File: config.mk
export PLATFORM = sky130hd
export DESIGN_NAME = lpld_regs
export DESIGN_NICKNAME = d
export VERILOG_FILES = /design/src/lpld_pkg.sv /design/src/lpld_regs.sv
export SDC_FILE = /design/constraint.sdc
export NUM_CORES = 1
export LEC_CHECK = 0
export BUFFER_PORTS_ARGS = -buffer_cell sky130_fd_sc_hd__buf_2
export CAP_MARGIN = 20
export CORE_AREA = 2 2 72 60
export CTS_BUF_LIST = sky130_fd_sc_hd__clkbuf_8
export DETAILED_ROUTE_END_ITERATION = 7
export DIE_AREA = 0 0 74 62
export PLACE_DENSITY = 0.76
export SLEW_MARGIN = 5
export SYNTH_ARGS = -nofsm -noshare
export SYNTH_HDL_FRONTEND = slang
export SYNTH_SLANG_ARGS = --single-unit
File: constraint.sdc
create_clock -name clk -period 1.3 [get_ports clk]
set_input_delay 0.39 -clock clk [delete_from_list [all_inputs] [get_ports clk]]
set_output_delay 0.39 -clock clk [all_outputs]
set_load 0.01 [all_outputs]
File: src/lpld_pkg.sv
// Package with shared types and codes for the layer-partitioned LRU directory.
`timescale 1ns / 1ps
package lpld_pkg;

    localparam int SLOT_CAPACITY = 1024;
    localparam int MAX_LAYERS    = 64;
    localparam int MAX_EXPERTS   = 256;

    typedef enum logic [1:0] {
        KIND_LOOKUP   = 2'd0,
        KIND_ALLOCATE = 2'd1,
        KIND_CLEAR    = 2'd2,
        KIND_NONE     = 2'd3
    } kind_t;

    typedef enum logic [1:0] {
        REG_EXPERTS = 2'd0,
        REG_LAYERS  = 2'd1,
        REG_SLOTS   = 2'd2,
        REG_NONE    = 2'd3
    } reg_index_t;

    typedef enum logic [3:0] {
        ST_IDLE,
        ST_CLEAR,
        ST_DIR_READ,
        ST_DIR_WAIT,
        ST_LOOKUP_DONE,
        ST_SCAN_START,
        ST_SCAN,
        ST_SCAN_LAST,
        ST_OWNER_READ,
        ST_OWNER_WAIT,
        ST_EVICT,
        ST_INSTALL,
        ST_OUTPUT
    } state_t;

    typedef struct packed {
        logic [1:0] kind;
        logic [5:0] layer;
        logic [7:0] expert;
    } req_t;

    typedef struct packed {
        logic [9:0]  slot;
        logic        found;
        logic        error;
        logic [31:0] hit_total;
        logic [31:0] miss_total;
    } rsp_t;

endpackage

File: src/lpld_regs.sv
// APB configuration registers of the directory.
`timescale 1ns / 1ps
module lpld_regs (
    input  logic        clk,
    input  logic        rst_n,
    input  logic        psel,
    input  logic        penable,
    input  logic        pwrite,
    input  logic [3:0]  paddr,
    input  logic [31:0] pwdata,
    output logic [31:0] prdata,
    output logic        pready,
    output logic [8:0]  experts_in_use,
    output logic [6:0]  layers_in_use,
    output logic [10:0] slots_per_partition
);
    import lpld_pkg::*;

    logic [8:0]  experts_reg;
    logic [6:0]  layers_reg;
    logic [10:0] slots_reg;
    logic [1:0]  index;
    logic        wr_en;

    assign pready = 1'b1;
    assign index  = paddr[3:2];
    assign wr_en  = psel && penable && pwrite;

    always_ff @(posedge clk or negedge rst_n)
    begin
        if (!rst_n)
        begin
            experts_reg <= 9'd256;
            layers_reg  <= 7'd64;
            slots_reg   <= 11'd16;
        end
        else if (wr_en)
        begin
            case (reg_index_t'(index))
                REG_EXPERTS: experts_reg <= pwdata[8:0];
                REG_LAYERS:  layers_reg  <= pwdata[6:0];
                REG_SLOTS:   slots_reg   <= pwdata[10:0];
                default:     ;
            endcase
        end
    end

    always_comb
    begin
        case (reg_index_t'(index))
            REG_EXPERTS: prdata = {23'd0, experts_reg};
            REG_LAYERS:  prdata = {25'd0, layers_reg};
            REG_SLOTS:   prdata = {21'd0, slots_reg};
            default:     prdata = 32'd0;
        endcase
    end

    assign experts_in_use      = experts_reg;
    assign layers_in_use       = layers_reg;
    assign slots_per_partition = slots_reg;
endmodule

Word level (Yosys, flattened, before mapping). Cells that the tools add are included.

Bitwise logic cells: 0. Add/sub/neg operators: 0. Equal/unequal tests: 2. Mux-type cells: 1. Div/mod/pow operators: 0. Multiply operators: 0. Shift operators: 0. Reduce and logical (&&, ||, !) cells: 6. Order comparisons: 0.

Operator list (number): $pmux 11 s3 (1); $reduce_and 2->1 (3); $eq 2x1->1 const B (1); $eq 2x2->1 const B (1); $logic_and 1x1->1 (2); $logic_not 2->1 (1).

Bits in latches: 0. RAM bits: 0. Output and inout port bits: 60. Memories: 0. ROM bits: 0. Bits in registers: 27.

Logic depth before layout (Yosys ltp).
Depth in word-level cells: 3. Depth in mapped cells: 4. Gate-level depth less buffers: 3.

Least setup slack after synthesis. OpenSTA, ideal clock, no wires.

Kind: input to output. From: in paddr[3]. To: out prdata[0]. Data arrival time: 1.091 ns. Path slack: -0.181 ns. Stages: 4. Path buffers: 2. Cell sequence: buf_6 > buf_2 > mux2i_1 > o21ai_0.

Cells in the longest elaborated chain, start to end: 2.

Ends and longest elaborated chain: start: declaration (line lpld_regs.sv:9) `input logic [3:0] paddr,`; $eq 2x2->1 (tied with other cells) (line lpld_regs.sv:50) `case (reg_index_t'(index))`; $pmux 11 s3 * (line lpld_regs.sv:50); end: declaration (line lpld_regs.sv:11) `output logic [31:0] prdata,`.

Mark *: on every way between the ends. The rest lies on a longest branch, timed or not.

Worst setup path in the final report.
From: reg slots_reg[4] (netlist: slots_per_partition[4]). To: out prdata[4].

Cells in the longest elaborated chain, start to end: 1.

Ends and longest elaborated chain: start: declaration (line lpld_regs.sv:21) `logic [10:0] slots_reg;`; start signal: assignment (line lpld_regs.sv:42) `REG_SLOTS: slots_reg <= pwdata[10:0];`; $pmux 11 s3 (line lpld_regs.sv:50).

No other way between the ends.

==> impl_metrics.yaml <==
clock_tree:
  clkTransAtPathRegs_ps: 90
  cts_hold_buf: 0
  cts_buffer_depth: 2
  numCtsBuffers: 3
  cts_tree: "built"
  cts-root-buf: "clkbuf_8"
  htreeDepth: 1
  worstSkewPairLatency_ps: 270
  numClockSinks: 27
critical_path:
  crit_arrival_ps: 1130
  required_ps: 910
  reg2reg_slack_ps: 300
  crit_path_end_kind: "output port"
  crit_fanout: 2
  startpoint_type: "register"
  critPathLaunch: "slots_per_partition[4]"
  r2r_end: "experts_in_use[3]"
  critical_path_class: "register to output port"
  endpoint: "prdata[4]"
  r2r-start: "experts_in_use[3]"
  worst-r2r-cell-count: 3
timing:
  fin_tns_setup_ps: -1770
  skew_ps: 0
  min_period_ps: 1520
  finalCritPeriodShare_pct: 117
  slew_viol_final: 0
  setup_viol: 15
  hold_violations: 0
  fmax_mhz: 657
  rsz0062_at_grt: "true"
  setup_ws_ps: -223
power_and_ir_drop:
  irDropWorstVdd_uv: 877
  p_switching_uw: 886
  power.internal_mw: 2.02
  cellLeakagePower_nw: 1.10
  comb_power_share_pct: 42.6
  sw_frac_of_total_pct: 30.5
  sequentialPowerShare_pct: 41.2
  power_density_nw_per_um2: 1350
  p_clk_share_pct: 16.2
synthesis:
  synth_cell_types: 18
  ys_seq_area_share_pct: 48.3
  syn_avg_cell_area_um2: 12.2
  synth-seq-cells: 27
  yosys_warnings: 0
  netlist_area_um2: 1410
  syn_inst: 115
final_layout:
  drive_gt1_share_pct: 64.5
  final_net_count: 239
  syn2layout_area_growth_pct: 52.9
  diodes: 0
  final_util_pct: 54.2
  final_area_um2: 2150
die:
  die_h_um: 62
  initial_utilization_pct: 35.4
  die-width_um: 74
  fp.coreArea_um2: 3970
  io_pins: 101
  die_area_um2: 4590
  row_count: 21
drt:
  drt-total-wl_um: 3270
  vias_per_cell: 4.41
  met3RoutedLength_um: 366
  drcViolationCount: 0
  drtPass1Iterations: 4
  ant_nets: 0
  routedWlPerCell_um: 12.9
  drt-initial-drc-count: 20
  met1_length_um: 1330
  top_layer_used: "met4"
  vias: 1121
  route.met2.wl_um: 1560
min_path:
  hold_class: "input pin to asynchronous set/reset pin"
outcome:
  run_status: "finished with violations"
  violations: "negative setup slack"
placed_design:
  hpwl_um: 2380
  placed_area_um2: 1790
  gp_congestion: 0.695
  pre_cts_ws_ps: -268
  portBuffers: 55
global_routing:
  antenna_found_initial: 0
  grtUsageTotal_pct: 15.4
  grt_max_degree: 28
  gr-total-overflow: 0
  grt_pass1_wl_um: 5250
  grt_pass1_vias: 1102
flow_run:
  drv_cap: 0
-- cell usage after synthesis, drive strengths merged --
cell,count,area share [%]
mux2,27,22
buf,26,14
dfrtp,24,43
mux2i,9,6.4
nand2,7,1.9
o21ai,7,2.5
dfstp,3,5.6
and3b,2,1.2
conb,2,0.53
nor2,2,0.53
clkbuf,1,0.27
nand3,1,0.36
nor2b,1,0.45
nor3,1,0.71
nor3b,1,0.53
or3b,1,0.62
-- power groups by stage --
| stage | clock network (mW) | logic [mW] | registers [mW] |
|---|---|---|---|
| finish | 0.471 | 1.24 | 1.19 |
| global route | 0.523 | 1.34 | 1.22 |
| CTS | 0.489 | 1.12 | 1.18 |
| detailed placement | 0 | 0.829 | 1.21 |
| global placement | 0 | 0.813 | 1.20 |
| floorplan | 0 | 0.408 | 1.29 |
-- placed cells by master, fill, tap and decap left out, types with 2 or more instances in the layout --
cell      synthesis  layout
buf_6             2      30
nand2_1           7       5
nor2_1            2       2
nand2_2           0       2
mux2i_1           9       9
o21ai_1           0       6
and3b_1           2       2
dfrtp_1          24      24
buf_2             2      40
conb_1            2      22
buf_12            0       3
mux2_2           27      23
clkbuf_8          0       3
buf_4            22      11
mux2_4            0       4
dfstp_2           3       3
-- worst max-delay path: stages, from the launching register on --
cell and delay, ps:
dfstp_2 540, mux2i_1 70, o21ai_1 110, buf_2 150
-- layer usage --
metal / vias to the layer above / track usage, %
met1: 542 / 18.0
met3: 2 / 7.10
met2: 60 / 26.8
met4: 0 / 2.34
li1: 517 / -
met5: - / 0
-- through the flow --
stage                     power [mW]  hold slack (ps)  instances
final                           2.90             94.8        254
after global routing            3.09              121        254
after CTS                       2.79              112        249
after detailed placement        2.04              408        233
after global placement          2.01              401        233
after floorplan                 1.70             94.4        135
-- worst min-delay path by stage --
stage	from	to	slack, ps	cells after the start
6_report	rst_n	slots_per_partition[8]	90	2
5_1_grt	rst_n	experts_in_use[6]	120	2
4_1_cts	rst_n	slots_per_partition[8]	110	2
3_5_place_dp	rst_n	slots_per_partition[8]	410	2
3_3_place_gp	rst_n	slots_per_partition[8]	400	2
2_1_floorplan	rst_n	experts_in_use[0]	90	0
-- final cells by class --
type / count / area [µm²]
clock buffer: 3 / 41.3
tap: 57 / 71.3
sequential: 27 / 679
fill: 354 / 1820
multi-input combinational: 81 / 658
clock inverter: 1 / 5.00
timing repair buffer: 85 / 696
-- registers in the layout, summed over array words and instances, names as in the netlist --
name / flops
experts_in_use: 9
layers_in_use: 7
slots_per_partition: 11
-- repair_timing --
item                                    in CTS  in global routing
pin swaps                                    3                  0
gates resized for setup                     28                 16
endpoints found under the setup margin      14                 28
buffers inserted                            12                  5
cloned                                       0                  0
-- kinds of logic (layout without fill, tap and decap cells) --
| group | count (synthesis) | after routing | synth area share [%] |
|---|---|---|---|
| buf+inv | 27 | 89 | 14.3 |
| mux | 36 | 36 | 28.0 |
| other cells | 2 | 22 | 0.534 |
| flops | 27 | 27 | 48.3 |
| compound gates | 7 | 7 | 2.49 |
| simple gates | 16 | 16 | 6.32 |
(Power assumes the default switching activity.)
